==> src/rtl/tapid_pkg.sv <==
// Shared types and constants for the two-axis PID controller.
package tapid_pkg;

   // Configuration register indexes
   localparam int unsigned CSR_IDX_W = 3;
   localparam logic [CSR_IDX_W-1:0] CSR_SETPOINT    = 3'd0;
   localparam logic [CSR_IDX_W-1:0] CSR_GAIN_P      = 3'd1;
   localparam logic [CSR_IDX_W-1:0] CSR_GAIN_I      = 3'd2;
   localparam logic [CSR_IDX_W-1:0] CSR_GAIN_D      = 3'd3;
   localparam logic [CSR_IDX_W-1:0] CSR_DRIVE_LIMIT = 3'd4;

   // Datapath widths
   localparam int unsigned MUL_A_W = 48;   // signed multiplicand (integral range)
   localparam int unsigned MUL_B_W = 33;   // signed multiplier (gain or step time)
   localparam int unsigned PROD_W  = 64;   // floor(a*b / 2^16)
   localparam int unsigned NUM_W   = 49;   // |diff| << 16
   localparam int unsigned DER_W   = 47;   // saturated derivative

   // Iteration counts of the shared units
   localparam int unsigned MUL_PP    = 6;      // 3 x 2 chunks of 16 bits
   localparam int unsigned DIV_STEPS = NUM_W;  // one quotient bit per cycle

   // Request to the shared multiplier
   typedef struct packed {
      logic                       start;
      logic signed [MUL_A_W-1:0]  a;
      logic signed [MUL_B_W-1:0]  b;
   } mul_req_type;

   // Request to the serial divider
   typedef struct packed {
      logic              start;
      logic [NUM_W-1:0]  num;
      logic [15:0]       den;
      logic              neg;
   } div_req_type;

endpackage

==> src/rtl/tapid_mul.sv <==
// Shared multiplier: floor(a*b / 2^16) from 16x16 partial products over several cycles.
module tapid_mul import tapid_pkg::*; (
   input  logic                      clock,
   input  logic                      reset,
   input  mul_req_type               req,
   output logic                      busy,
   output logic signed [PROD_W-1:0]  result
);

   typedef enum logic [3:0] {
      M_IDLE  = 4'b0001,
      M_RUN   = 4'b0010,
      M_DRAIN = 4'b0100,
      M_FIN   = 4'b1000
   } mul_state_type;

   mul_state_type             state_ff, state_in;
   logic [2:0]                step_ff, step_in;
   logic [MUL_A_W-1:0]        ua_ff, ua_in;
   logic [31:0]               ub_ff, ub_in;
   logic                      neg_ff, neg_in;
   logic [31:0]               pp_ff, pp_in;
   logic [1:0]                pp_sh_ff, pp_sh_in;
   logic                      pp_vld_ff, pp_vld_in;
   logic [79:0]               acc_ff, acc_in;
   logic signed [PROD_W-1:0]  result_ff, result_in;

   logic [15:0]               a_chunk;
   logic [15:0]               b_chunk;
   logic [79:0]               addend;
   logic [MUL_B_W-1:0]        b_abs;
   logic [63:0]               q;
   logic                      exact;

   // Operand chunk select
   always_comb begin
      case (step_ff[2:1])
         2'd0:    a_chunk = ua_ff[15:0];
         2'd1:    a_chunk = ua_ff[31:16];
         2'd2:    a_chunk = ua_ff[47:32];
         default: a_chunk = 16'd0;
      endcase
      b_chunk = step_ff[0] ? ub_ff[31:16] : ub_ff[15:0];
   end

   // Align registered partial product
   always_comb begin
      case (pp_sh_ff)
         2'd0:    addend = {48'd0, pp_ff};
         2'd1:    addend = {32'd0, pp_ff, 16'd0};
         2'd2:    addend = {16'd0, pp_ff, 32'd0};
         2'd3:    addend = {pp_ff, 48'd0};
         default: addend = 80'd0;
      endcase
   end

   // Sequencer and datapath
   always_comb begin
      state_in  = state_ff;
      step_in   = step_ff;
      ua_in     = ua_ff;
      ub_in     = ub_ff;
      neg_in    = neg_ff;
      result_in = result_ff;
      pp_in     = 32'(a_chunk) * 32'(b_chunk);
      pp_sh_in  = step_ff[2:1] + {1'b0, step_ff[0]};
      pp_vld_in = (state_ff == M_RUN);
      acc_in    = pp_vld_ff ? acc_ff + addend : acc_ff;
      b_abs     = req.b[MUL_B_W-1] ? (~req.b + 33'd1) : req.b;
      q         = acc_ff[79:16];
      exact     = ~(|acc_ff[15:0]);

      case (state_ff)
         M_IDLE: begin
            if (req.start) begin
               ua_in    = req.a[MUL_A_W-1] ? (~req.a + 48'd1) : req.a;
               ub_in    = b_abs[31:0];
               neg_in   = req.a[MUL_A_W-1] ^ req.b[MUL_B_W-1];
               step_in  = 3'd0;
               acc_in   = 80'd0;
               state_in = M_RUN;
            end
         end
         M_RUN: begin
            step_in = step_ff + 3'd1;
            if (step_ff == 3'(MUL_PP - 1)) begin
               state_in = M_DRAIN;
            end
         end
         M_DRAIN: begin
            state_in = M_FIN;
         end
         M_FIN: begin
            // floor for negative: -(q + inexact) = ~q + exact
            result_in = neg_ff ? $signed(~q + {63'd0, exact}) : $signed(q);
            state_in  = M_IDLE;
         end
         default: begin
            state_in = M_IDLE;
         end
      endcase
   end

   always_ff @(posedge clock) begin
      if (reset) begin
         state_ff  <= M_IDLE;
         pp_vld_ff <= 1'b0;
      end else begin
         state_ff  <= state_in;
         pp_vld_ff <= pp_vld_in;
      end
      step_ff   <= step_in;
      ua_ff     <= ua_in;
      ub_ff     <= ub_in;
      neg_ff    <= neg_in;
      pp_ff     <= pp_in;
      pp_sh_ff  <= pp_sh_in;
      acc_ff    <= acc_in;
      result_ff <= result_in;
   end

   assign busy   = (state_ff != M_IDLE);
   assign result = result_ff;

endmodule

==> src/rtl/tapid_div.sv <==
// Serial restoring divider for the derivative term, one quotient bit per cycle.
module tapid_div import tapid_pkg::*; (
   input  logic                     clock,
   input  logic                     reset,
   input  div_req_type              req,
   output logic                     busy,
   output logic signed [DER_W-1:0]  deriv
);

   typedef enum logic [2:0] {
      D_IDLE = 3'b001,
      D_RUN  = 3'b010,
      D_FIN  = 3'b100
   } div_state_type;

   localparam logic [DER_W-1:0] DER_MAX = 47'h3FFF_FFFF_FFFF;
   localparam logic [DER_W-1:0] DER_MIN = 47'h4000_0000_0000;

   div_state_type            state_ff, state_in;
   logic [5:0]               cnt_ff, cnt_in;
   logic [NUM_W-1:0]         work_ff, work_in;
   logic [15:0]              rem_ff, rem_in;
   logic [15:0]              den_ff, den_in;
   logic                     neg_ff, neg_in;
   logic signed [DER_W-1:0]  deriv_ff, deriv_in;

   logic [16:0]              partial;
   logic [17:0]              trial;
   logic                     qbit;
   logic [NUM_W-1:0]         q_neg;
   logic                     sat_pos;
   logic                     sat_neg;

   always_comb begin
      state_in = state_ff;
      cnt_in   = cnt_ff;
      work_in  = work_ff;
      rem_in   = rem_ff;
      den_in   = den_ff;
      neg_in   = neg_ff;
      deriv_in = deriv_ff;

      // One restoring step: shift in the next dividend bit, subtract if it fits
      partial = {rem_ff, work_ff[NUM_W-1]};
      trial   = {1'b0, partial} - {2'b00, den_ff};
      qbit    = ~trial[17];

      // Sign and saturate the magnitude quotient
      q_neg   = ~work_ff + 49'd1;
      sat_pos = |work_ff[48:46];
      sat_neg = (|work_ff[48:47]) | (work_ff[46] & (|work_ff[45:0]));

      case (state_ff)
         D_IDLE: begin
            if (req.start) begin
               work_in  = req.num;
               den_in   = req.den;
               neg_in   = req.neg;
               rem_in   = 16'd0;
               cnt_in   = 6'd0;
               state_in = D_RUN;
            end
         end
         D_RUN: begin
            rem_in  = qbit ? trial[15:0] : partial[15:0];
            work_in = {work_ff[NUM_W-2:0], qbit};
            cnt_in  = cnt_ff + 6'd1;
            if (cnt_ff == 6'(DIV_STEPS - 1)) begin
               state_in = D_FIN;
            end
         end
         D_FIN: begin
            if (neg_ff) begin
               deriv_in = sat_neg ? DER_MIN : q_neg[DER_W-1:0];
            end else begin
               deriv_in = sat_pos ? DER_MAX : work_ff[DER_W-1:0];
            end
            state_in = D_IDLE;
         end
         default: begin
            state_in = D_IDLE;
         end
      endcase
   end

   always_ff @(posedge clock) begin
      if (reset) begin
         state_ff <= D_IDLE;
      end else begin
         state_ff <= state_in;
      end
      cnt_ff   <= cnt_in;
      work_ff  <= work_in;
      rem_ff   <= rem_in;
      den_ff   <= den_in;
      neg_ff   <= neg_in;
      deriv_ff <= deriv_in;
   end

   assign busy  = (state_ff != D_IDLE);
   assign deriv = deriv_ff;

endmodule

==> src/rtl/two_axis_pid_controller_top.sv <==
// Two-axis PID controller: per-axis PID with saturated integral and clamped output.
// One item in flight: req_ready is high only while the sequencer idles, so a new req beat
// is taken only once the last result is loaded, later while rsp_ready holds off the output.
// The serial divider for the derivative, then one pass of the shared multiplier for the
// D term, sets the time from an accepted req beat to rsp_valid.
// Reset (synchronous, active high) idles the sequencer, drops rsp_valid, loads register
// defaults and clears every axis integral and previous measurement.
module two_axis_pid_controller_top import tapid_pkg::*; #(
   parameter int unsigned AXES = 2
) (
   input  logic                  clock,
   input  logic                  reset,
   // input channel
   input  logic                  req_valid,
   output logic                  req_ready,
   input  logic                  req_axis,
   input  logic signed [31:0]    req_measurement,
   input  logic [15:0]           req_step_time,
   // result channel
   output logic                  rsp_valid,
   input  logic                  rsp_ready,
   output logic signed [31:0]    rsp_drive,
   output logic                  rsp_clamped,
   // configuration
   input  logic                  csr_we,
   input  logic [CSR_IDX_W-1:0]  csr_index,
   input  logic [31:0]           csr_wdata
);

   localparam int unsigned AX_W = (AXES > 1) ? $clog2(AXES) : 1;

   localparam logic signed [47:0] INTEG_MAX = 48'sh7FFF_FFFF_FFFF;
   localparam logic signed [47:0] INTEG_MIN = 48'sh8000_0000_0000;

   typedef enum logic [7:0] {
      S_IDLE   = 8'b0000_0001,
      S_START  = 8'b0000_0010,
      S_INTEG  = 8'b0000_0100,
      S_P_WAIT = 8'b0000_1000,
      S_I_WAIT = 8'b0001_0000,
      S_D_WAIT = 8'b0010_0000,
      S_M_WAIT = 8'b0100_0000,
      S_OUT    = 8'b1000_0000
   } seq_state_type;

   seq_state_type              state_ff, state_in;

   // configuration registers
   logic signed [31:0]         setpoint_ff, setpoint_in;
   logic signed [31:0]         gain_p_ff, gain_p_in;
   logic signed [31:0]         gain_i_ff, gain_i_in;
   logic signed [31:0]         gain_d_ff, gain_d_in;
   logic [30:0]                limit_ff, limit_in;

   // per-axis state
   logic signed [47:0]         integ_ff [AXES];
   logic signed [47:0]         integ_in [AXES];
   logic signed [31:0]         prev_ff [AXES];
   logic signed [31:0]         prev_in [AXES];

   // item registers
   logic [AX_W-1:0]            ax_ff, ax_in;
   logic signed [31:0]         meas_ff, meas_in;
   logic [15:0]                dt_ff, dt_in;
   logic signed [32:0]         err_ff, err_in;
   logic signed [32:0]         diff_ff, diff_in;
   logic signed [PROD_W-1:0]   sum_ff, sum_in;

   // result registers
   logic                       rsp_valid_ff, rsp_valid_in;
   logic signed [31:0]         rsp_drive_ff, rsp_drive_in;
   logic                       rsp_clamped_ff, rsp_clamped_in;

   // shared units
   mul_req_type                mul_req;
   logic                       mul_busy;
   logic signed [PROD_W-1:0]   mul_result;
   div_req_type                div_req;
   logic                       div_busy;
   logic signed [DER_W-1:0]    deriv;

   logic [32:0]                diff_abs;
   logic signed [48:0]         integ_sum;
   logic signed [47:0]         integ_sat;
   logic signed [PROD_W-1:0]   lim_pos;
   logic signed [PROD_W-1:0]   lim_neg;
   logic                       accept;
   logic                       rsp_load;

   tapid_mul u_mul (
      .clock  (clock),
      .reset  (reset),
      .req    (mul_req),
      .busy   (mul_busy),
      .result (mul_result)
   );

   tapid_div u_div (
      .clock  (clock),
      .reset  (reset),
      .req    (div_req),
      .busy   (div_busy),
      .deriv  (deriv)
   );

   assign req_ready = (state_ff == S_IDLE);
   assign accept    = req_valid & req_ready;

   // Configuration writes
   always_comb begin
      setpoint_in = setpoint_ff;
      gain_p_in   = gain_p_ff;
      gain_i_in   = gain_i_ff;
      gain_d_in   = gain_d_ff;
      limit_in    = limit_ff;
      if (csr_we) begin
         case (csr_index)
            CSR_SETPOINT:    setpoint_in = csr_wdata;
            CSR_GAIN_P:      gain_p_in   = csr_wdata;
            CSR_GAIN_I:      gain_i_in   = csr_wdata;
            CSR_GAIN_D:      gain_d_in   = csr_wdata;
            CSR_DRIVE_LIMIT: limit_in    = csr_wdata[30:0];
            default: ;
         endcase
      end
   end

   // Integral update with 48-bit saturation
   always_comb begin
      integ_sum = {integ_ff[ax_ff][47], integ_ff[ax_ff]} + mul_result[48:0];
      if (integ_sum[48] != integ_sum[47]) begin
         integ_sat = integ_sum[48] ? INTEG_MIN : INTEG_MAX;
      end else begin
         integ_sat = integ_sum[47:0];
      end
   end

   // Output clamp bounds
   assign lim_pos  = {33'd0, limit_ff};
   assign lim_neg  = -lim_pos;
   assign diff_abs = diff_ff[32] ? (~diff_ff + 33'd1) : diff_ff;

   // Sequencer
   always_comb begin
      state_in    = state_ff;
      ax_in       = ax_ff;
      meas_in     = meas_ff;
      dt_in       = dt_ff;
      err_in      = err_ff;
      diff_in     = diff_ff;
      sum_in      = sum_ff;
      integ_in    = integ_ff;
      prev_in     = prev_ff;
      mul_req     = '0;
      div_req     = '0;
      rsp_load    = 1'b0;
      rsp_drive_in   = rsp_drive_ff;
      rsp_clamped_in = rsp_clamped_ff;

      case (state_ff)
         S_IDLE: begin
            if (accept) begin
               if (AXES > 1) begin
                  ax_in = AX_W'(req_axis);
               end else begin
                  ax_in = '0;
               end
               meas_in  = req_measurement;
               dt_in    = req_step_time;
               err_in   = {setpoint_ff[31], setpoint_ff}
                        - {req_measurement[31], req_measurement};
               diff_in  = {req_measurement[31], req_measurement}
                        - {prev_ff[ax_in][31], prev_ff[ax_in]};
               state_in = S_START;
            end
         end
         S_START: begin
            // derivative divide and err*dt run side by side
            div_req.start = 1'b1;
            div_req.num   = {diff_abs, 16'd0};
            div_req.den   = (dt_ff == 16'd0) ? 16'd1 : dt_ff;
            div_req.neg   = diff_ff[32];
            mul_req.start = 1'b1;
            mul_req.a     = {{15{err_ff[32]}}, err_ff};
            mul_req.b     = {17'd0, dt_ff};
            prev_in[ax_ff] = meas_ff;
            state_in      = S_INTEG;
         end
         S_INTEG: begin
            if (!mul_busy) begin
               integ_in[ax_ff] = integ_sat;
               mul_req.start   = 1'b1;
               mul_req.a       = {{15{err_ff[32]}}, err_ff};
               mul_req.b       = {gain_p_ff[31], gain_p_ff};
               state_in        = S_P_WAIT;
            end
         end
         S_P_WAIT: begin
            if (!mul_busy) begin
               sum_in        = mul_result;
               mul_req.start = 1'b1;
               mul_req.a     = integ_ff[ax_ff];
               mul_req.b     = {gain_i_ff[31], gain_i_ff};
               state_in      = S_I_WAIT;
            end
         end
         S_I_WAIT: begin
            if (!mul_busy) begin
               sum_in   = sum_ff + mul_result;
               state_in = S_D_WAIT;
            end
         end
         S_D_WAIT: begin
            if (!div_busy) begin
               mul_req.start = 1'b1;
               mul_req.a     = {deriv[DER_W-1], deriv};
               mul_req.b     = {gain_d_ff[31], gain_d_ff};
               state_in      = S_M_WAIT;
            end
         end
         S_M_WAIT: begin
            if (!mul_busy) begin
               sum_in   = sum_ff + mul_result;
               state_in = S_OUT;
            end
         end
         S_OUT: begin
            // hand off once the output register is free
            if (!rsp_valid_ff || rsp_ready) begin
               rsp_load = 1'b1;
               if (sum_ff > lim_pos) begin
                  rsp_drive_in   = lim_pos[31:0];
                  rsp_clamped_in = 1'b1;
               end else if (sum_ff < lim_neg) begin
                  rsp_drive_in   = lim_neg[31:0];
                  rsp_clamped_in = 1'b1;
               end else begin
                  rsp_drive_in   = sum_ff[31:0];
                  rsp_clamped_in = 1'b0;
               end
               state_in = S_IDLE;
            end
         end
         default: begin
            state_in = S_IDLE;
         end
      endcase
   end

   // Result valid tracking
   assign rsp_valid_in = (rsp_valid_ff & ~rsp_ready) | rsp_load;

   always_ff @(posedge clock) begin
      if (reset) begin
         state_ff     <= S_IDLE;
         rsp_valid_ff <= 1'b0;
         setpoint_ff  <= 32'sd0;
         gain_p_ff    <= 32'sd6554;
         gain_i_ff    <= 32'sd328;
         gain_d_ff    <= 32'sd0;
         limit_ff     <= 31'd327680;
         for (int k = 0; k < AXES; k++) begin
            integ_ff[k] <= 48'sd0;
            prev_ff[k]  <= 32'sd0;
         end
      end else begin
         state_ff     <= state_in;
         rsp_valid_ff <= rsp_valid_in;
         setpoint_ff  <= setpoint_in;
         gain_p_ff    <= gain_p_in;
         gain_i_ff    <= gain_i_in;
         gain_d_ff    <= gain_d_in;
         limit_ff     <= limit_in;
         integ_ff     <= integ_in;
         prev_ff      <= prev_in;
      end
      ax_ff          <= ax_in;
      meas_ff        <= meas_in;
      dt_ff          <= dt_in;
      err_ff         <= err_in;
      diff_ff        <= diff_in;
      sum_ff         <= sum_in;
      rsp_drive_ff   <= rsp_drive_in;
      rsp_clamped_ff <= rsp_clamped_in;
   end

   assign rsp_valid   = rsp_valid_ff;
   assign rsp_drive   = rsp_drive_ff;
   assign rsp_clamped = rsp_clamped_ff;

`ifndef SYNTHESIS
   a_accept_starts: assert property (@(posedge clock) disable iff (reset)
      accept |=> (state_ff == S_START))
      else $error("accepted beat did not start the sequence");

   a_mul_free: assert property (@(posedge clock) disable iff (reset)
      mul_req.start |-> !mul_busy)
      else $error("multiplier started while busy");

   a_div_free: assert property (@(posedge clock) disable iff (reset)
      div_req.start |-> !div_busy)
      else $error("divider started while busy");

   a_rsp_source: assert property (@(posedge clock) disable iff (reset)
      $rose(rsp_valid) |-> $past(state_ff == S_OUT))
      else $error("result beat raised outside the output step");
`endif

endmodule
==> config.mk <==
export PLATFORM = sky130hd
export DESIGN_NAME = two_axis_pid_controller_top
export DESIGN_NICKNAME = d
export VERILOG_FILES = /design/src/rtl/tapid_pkg.sv /design/src/rtl/tapid_mul.sv /design/src/rtl/tapid_div.sv /design/src/rtl/two_axis_pid_controller_top.sv
export SDC_FILE = /design/constraint.sdc
export NUM_CORES = 2
export LEC_CHECK = 0
export BUFFER_PORTS_ARGS = -buffer_cell sky130_fd_sc_hd__buf_4
export CORE_UTILIZATION = 50
export CTS_BUF_LIST = sky130_fd_sc_hd__clkbuf_8
export DETAILED_ROUTE_END_ITERATION = 16
export MAX_ROUTING_LAYER = met4
export PLACE_DENSITY = 0.69
export SLEW_MARGIN = 0
export SYNTH_ARGS = -nofsm -noshare
export SYNTH_HDL_FRONTEND = slang
export SYNTH_SLANG_ARGS = --single-unit
==> constraint.sdc <==
create_clock -name clock -period 9.94 [get_ports clock]
set_clock_uncertainty 0.2 [all_clocks]
set_input_delay 0.994 -clock clock [delete_from_list [all_inputs] [get_ports clock]]
set_output_delay 0.994 -clock clock [all_outputs]
set_load 0.1 [all_outputs]
# Word-level counts from Yosys, hierarchy flattened
# Index checks and enable logic that the tools add are counted.
dict set report totals {
  out_inout_bits 35
  wordCells 217
  in_bits 89
  regBits 945
}
dict set report op_classes {
  eq_ne 41
  n_reduce_logical 32
  multipliers 1
  n_mux 66
  order_cmp 5
  bitwise_logic 18
  n_addsub 15
}
# operator n
set ops {}
lappend ops {{case mux 82 bit (4 select lines)} 1}
lappend ops {{case mux 80 bit (4 select lines)} 1}
lappend ops {{two-way mux 48 bit} 6}
lappend ops {{two-way mux 82 bit} 3}
lappend ops {{two-way mux 80 bit} 3}
lappend ops {{two-way mux 32 bit} 6}
lappend ops {{two-way mux 64 bit} 3}
lappend ops {{two-way mux 47 bit} 4}
lappend ops {{case mux 64 bit (2 select lines)} 1}
lappend ops {{case mux 49 bit (2 select lines)} 1}
lappend ops {{bitwise mux 96 bit} 1}
lappend ops {{adder 80 bit} 1}
lappend ops {{two-way mux 67 bit} 1}
lappend ops {{subtractor 32 x 32 -> 33 bit} 2}
lappend ops {{adder 64 x 1 -> 64 bit} 1}
lappend ops {{adder 64 bit} 1}
lappend ops {{bitwise mux 64 bit} 1}
lappend ops {{greater-than comparator 64 x 32 -> 1 bit} 1}
lappend ops {{less-than comparator 64 bit} 1}
lappend ops {{two-way mux 16 bit} 4}
lappend ops {{negator 31 -> 64 bit} 1}
lappend ops {{NOT 64 bit} 1}
lappend ops {{case mux 8 bit (8 select lines)} 1}
lappend ops {{two-way mux 8 bit} 7}
lappend ops {{other kinds (72)} 125}

# Longest topological paths before layout
dict set report logic_depth {
  depth_word 9
  mapped_depth 31
  mapped_depth_nobuf 28
}

# Modules after synthesis
# From an unflattened synthesis, not the netlist that was laid out.
dict set report hier_totals {
  hier_cells 7715
  area_unflattened_um2 67830.1
}
# mod instances seq_area_each_um2 area_each_um2 cells_each
set modules_own_cells {}
lappend modules_own_cells {two_axis_pid_controller_top 1 12932.4 34754.6 4129}
lappend modules_own_cells {tapid_mul 1 6826.5 25414.4 2810}
lappend modules_own_cells {tapid_div 1 4113.9 7661.1 776}

# Worst setup path before layout
# OpenSTA, ideal clock, no wires.
dict set report synth_path {
  kind {reg2reg}
  from {register u_mul.state_ff[3]}
  to {register u_mul.result_ff[0], in the netlist u_mul.result[0] (enable)}
  required_ps 9074
  arrival_ps 7014
  setup_slack_ps 2060
  synth_period_minus_slack_ps 7880
  stages_incl_launch_ff 2
  setup_time_ps 666
  path_buffers 0
  path_cell_list {dfxtp_1 nor4b_1}
}
dict set report synth_between {
  elab_chain_cells 1
}
# item line_no
set synth_rtl {}
lappend synth_rtl {{start, declared} tapid_mul.sv:17} ;# mul_state_type state_ff, state_in;
lappend synth_rtl {{start signal, assigned} tapid_mul.sv:109} ;# state_ff <= state_in;
lappend synth_rtl {{== test 4 bit} tapid_mul.sv:73} ;# case (state_ff)
lappend synth_rtl {{end signal, assigned} tapid_mul.sv:119} ;# result_ff <= result_in;
lappend synth_rtl {{end, declared} tapid_mul.sv:26} ;# logic signed [PROD_W-1:0] result_ff, result_in;
# Every way passes these cells.
# A chain may end at the register's enable or synchronous reset.

# Final worst setup path
dict set report layout_path {
  from {register u_mul.step_ff[1]}
  to {register u_mul.pp_ff[31]}
}
dict set report layout_between {
  elab_chain_cells 3
  word_cells_on_any_way 5
  cone_classes {1 x mul; 2 x eq/ne; 1 x mux; 1 x reduce/logical}
}
# item line_no
set layout_rtl {}
lappend layout_rtl {{start, declared} tapid_mul.sv:18} ;# logic [2:0] step_ff, step_in;
lappend layout_rtl {{start signal, assigned} tapid_mul.sv:112} ;# step_ff <= step_in;
lappend layout_rtl {{== test 2 bit, or another cell as far along} tapid_mul.sv:37} ;# case (step_ff[2:1])
lappend layout_rtl {{case mux 16 bit (3 select lines) (*)} tapid_mul.sv:37}
lappend layout_rtl {{multiplier 16 x 16 -> 32 bit (*)} tapid_mul.sv:65} ;# pp_in = 32'(a_chunk) * 32'(b_chunk);
lappend layout_rtl {{via u_mul.pp_in[31]} tapid_mul.sv:22} ;# logic [31:0] pp_ff, pp_in;
lappend layout_rtl {{end signal, assigned} tapid_mul.sv:116} ;# pp_ff <= pp_in;
lappend layout_rtl {{end, declared} tapid_mul.sv:22}
# The timed path passes the listed nets; every way through them passes the cells marked *.

==> flow_summary_export.csv <==
group,metric,value,unit
sta,time_the_worst_path_needs_with_i_o_delays_and_setup,8.524,ns
placed_design,place.gp.congestion,1.012,
global_routing,global_route_usage_sum,31.33,%
flow_run,maxCapViolCount,0,
global_routing,grt_max_degree,87,
clocking,post_cts_setup_buffer_count,0,
yosys,synthesis.area_per_instance,8.943,µm²
clocking,worst_setup_hold_path_clk_slew,0.07,ns
yosys,ys_seq_area_share,36.11,%
finish,final_layout_size_suffix_gt1_share,7.744,%
yosys,synth_enable_flop_cells,495,
placed_design,dp_hpwl,156000,µm
yosys,syn_inst,7393,
worst_setup_path,max_stage_delay_cell_worst_path,"sky130_fd_sc_hd__nor2b_1",
routing,route.vias.total,55649,
min_path,hp-class,"input pin to flip-flop",
worst_setup_path,setup_crit_end_kind,"flip-flop",
routing,routed-wl-met2,92820,µm
routing,route.met3.wl,14090,µm
sta,timing.setup.tns,0,ns
clocking,clock_insertion_delay_worst_skew,0.96,ns
clocking,tritoncts,"yes",
yosys,mappedNetlistNets,8162,
worst_setup_path,worstPathRequired,10.63,ns
pwr,power.static_leakage,30.59,nW
routing,firstDrtPassIters,7,
sta,worst-slew-pin-transition,1.259,ns
routing,finalWirelength,205900,µm
finish,final_net_count,8230,
worst_setup_path,critical_path_peak_fanout,18,
floorplanning,die_width,365.6,µm
floorplanning,std_cell_rows,133,
sta,grt_setup_unrepaired,"false",
yosys,synth_seq_cells,945,
floorplanning,floorplan.io_pins,124,
clocking,clock_tree.buffer_depth,3,
floorplanning,die_h,365.6,µm
routing,first_iter_violations,5118,
sta,slew_viol_final,0,
routing,ant_nets,0,
global_routing,first_global_vias,53070,
worst_setup_path,cp_data_arrival_time,9.21,ns
finish,area_added_between_synthesis_and_finish,9.637,%
clocking,numCtsBuffers,169,
pwr,powerDensity,252.6,nW/µm²
placed_design,place.port_buffers,123,
yosys,most_common_flop_cell_mapped_by_yosys,"sky130_fd_sc_hd__edfxtp_1",
worst_setup_path,cpPeakStageDelay,0.86,ns
routing,met1_length,86860,µm
routing,avgViaCountPerCell,5.941,
yosys,synth.distinct_cells,90,
sta,report.final.setup_viol,0,
sta,min_period_over_period,85.75,%
routing,routedWlPerCell,21.98,µm
clocking,cts_root_buf,"sky130_fd_sc_hd__clkbuf_8",
worst_setup_path,startpoint_type,"flip-flop",
yosys,yosysWarnings,0,
routing,drt_drc_violations_left,0,
global_routing,globalRoute.totalOverflow,0,
worst_setup_path,worst-path-buf-inv,3,
global_routing,grt_pass1_wl,312100,µm
global_routing,grt_antenna_before_repair,5,
floorplanning,die_footprint,133700,µm²
worst_setup_path,worst_path_most_repeated_cell,"sky130_fd_sc_hd__fa_1",
sta,finalHoldViolations,0,
clocking,cts_max_level,4,
floorplanning,core_area,131300,µm²
yosys,asyncSetResetFlopFracSynth,0,%
outcome,status,"finished, final reports clean",
routing,top_signal_layer_used,"met4",
clocking,cts_num_sinks,945,
sta,finalHoldWorstSlack,0.09889,ns
worst_setup_path,path_class,"flip-flop to flip-flop",
worst_setup_path,critPathTopFamily,"adder cells",
sta,timing.fmax,0.1173,GHz
pwr,ir_worst_vdd,0.0005660,V
sta,slew_headroom,15.16,%
floorplanning,floorplan.initialDensity,50.35,%
yosys,synthesis.area,66110,µm²
[area by class of cell]
type,count,area [µm²]
clock inverters,122,750.7
fillers,11939,58810
diodes,6,15.01
flip-flops and latches,945,23880
repair buffers,239,1911
clock buffers,194,2670
well taps,1755,2196
inverters,460,1732
multi-input cells,5646,39340
[per-stage QoR]
stage | power (mW) | setup WS (ns) | std cells | area, µm² | utilization [%]
3_3_place_gp | 14.53 | 1.336 | 9001 | 68610 | 52.26
6_report | 18.31 | 1.416 | 9367 | 72490 | 55.21
4_1_cts | 18.44 | 1.451 | 9361 | 72470 | 55.20
3_5_place_dp | 14.63 | 1.423 | 9001 | 68610 | 52.26
2_1_floorplan | 12.13 | 2.060 | 7393 | 66110 | -
5_1_grt | 19.77 | 0.8701 | 9365 | 72480 | 55.20
[path summary, 6_finish.rpt]
kind / startpoint / to / slack, ns / cells past startpoint
setup / recovery: u_mul.step_ff[1] / u_mul.pp_ff[31] / 1.42 / 25
hold / removal: req_measurement[27] / meas_ff[27] / 0.1 / 1
setup reg to reg: u_mul.step_ff[1] / u_mul.pp_ff[31] / 1.42 / 25
hold reg to reg: integ_ff[58] / integ_ff[58] / 0.25 / 2
[cell families after synthesis]
| kind of cell | after synthesis | share of synthesized area, % |
|---|---|---|
| DFF | 945 | 36.11 |
| and+or+nand+nor | 2423 | 16.71 |
| buffers and inverters | 802 | 4.578 |
| adders and majority gates | 680 | 15.14 |
| xor gates and xnor gates | 455 | 6.028 |
| muxes | 264 | 4.154 |
| AOI/OAI and AO/OA | 1824 | 17.28 |
[power breakdown]
part,total [mW],switching [mW],internal [mW]
clock,3.71,1.79,1.92
sequential,4.97,0.350,4.62
combinational,9.63,5.71,3.92
total,18.3,7.85,10.5
[cells in the mapped netlist, types with 19 or more instances]
cell,count,area (µm²)
sky130_fd_sc_hd__nand2_1,1094,4106
sky130_fd_sc_hd__a21oi_1,561,2808
sky130_fd_sc_hd__nor2_1,547,2053
sky130_fd_sc_hd__edfxtp_1,495,14860
sky130_fd_sc_hd__ha_1,480,6006
sky130_fd_sc_hd__o21ai_0,475,2377
sky130_fd_sc_hd__inv_1,458,1719
sky130_fd_sc_hd__dfxtp_1,450,9009
sky130_fd_sc_hd__clkbuf_1,303,1137
sky130_fd_sc_hd__xnor2_1,296,2592
sky130_fd_sc_hd__a21o_1,207,1554
sky130_fd_sc_hd__fa_1,200,4004
sky130_fd_sc_hd__mux2i_1,181,1812
sky130_fd_sc_hd__xor2_1,159,1393
sky130_fd_sc_hd__nor3_1,93,465.5
sky130_fd_sc_hd__nand3_1,90,450.4
sky130_fd_sc_hd__mux2_2,81,912.1
sky130_fd_sc_hd__nor2b_1,81,506.7
sky130_fd_sc_hd__nand4_1,80,500.5
sky130_fd_sc_hd__nor4_1,77,481.7
sky130_fd_sc_hd__and2_1,71,444.2
sky130_fd_sc_hd__o21a_1,63,473.0
sky130_fd_sc_hd__nand2b_1,56,350.3
sky130_fd_sc_hd__o31ai_1,56,420.4
sky130_fd_sc_hd__and3_1,55,344.1
sky130_fd_sc_hd__or3_1,55,344.1
sky130_fd_sc_hd__a31oi_1,47,294.0
sky130_fd_sc_hd__a22o_1,46,402.9
sky130_fd_sc_hd__a211oi_1,44,330.3
sky130_fd_sc_hd__o311ai_0,43,376.6
sky130_fd_sc_hd__o21bai_1,41,307.8
sky130_fd_sc_hd__a221o_1,27,270.3
sky130_fd_sc_hd__buf_1,26,97.59
sky130_fd_sc_hd__or4_1,24,180.2
sky130_fd_sc_hd__a22oi_1,23,172.7
sky130_fd_sc_hd__a222oi_1,22,220.2
sky130_fd_sc_hd__o41ai_1,20,175.2
sky130_fd_sc_hd__a221oi_1,19,166.4
sky130_fd_sc_hd__or2_2,19,118.9
[per-layer routing]
metal / GRT usage [%] / vias up
met5: - / -
met4: 16.51 / 0
met3: 4.669 / 478
met2: 48.27 / 2004
met1: 39.83 / 26772
li1: - / 26395
[placed cells by master, fill, tap and decap left out, types with 159 or more instances in the layout]
master	n
sky130_fd_sc_hd__nand2_1	1093
sky130_fd_sc_hd__a21oi_1	560
sky130_fd_sc_hd__nor2_1	540
sky130_fd_sc_hd__inv_1	520
sky130_fd_sc_hd__edfxtp_1	495
sky130_fd_sc_hd__ha_1	480
sky130_fd_sc_hd__o21ai_0	474
sky130_fd_sc_hd__dfxtp_1	449
sky130_fd_sc_hd__xnor2_1	296
sky130_fd_sc_hd__a21o_1	207
sky130_fd_sc_hd__fa_1	200
sky130_fd_sc_hd__clkbuf_8	195
sky130_fd_sc_hd__buf_4	194
sky130_fd_sc_hd__mux2i_1	181
sky130_fd_sc_hd__xor2_1	159
[what timing repair did]
item,in CTS,in global routing
hold buffers,44,0
resized for setup,0,0
hold endpoints to repair,44,0
[state kept, by name (all words and copies together) (netlist names), 47 cells and up]
| register | cells |
|---|---|
| integ_ff | 96 |
| u_mul.acc_ff | 80 |
| prev_ff | 64 |
| sum_ff | 64 |
| u_mul.result | 64 |
| u_div.work_ff | 49 |
| u_mul.ua_ff | 48 |
| u_div.deriv | 47 |
Note: power is estimated with default switching activity, not from simulation.
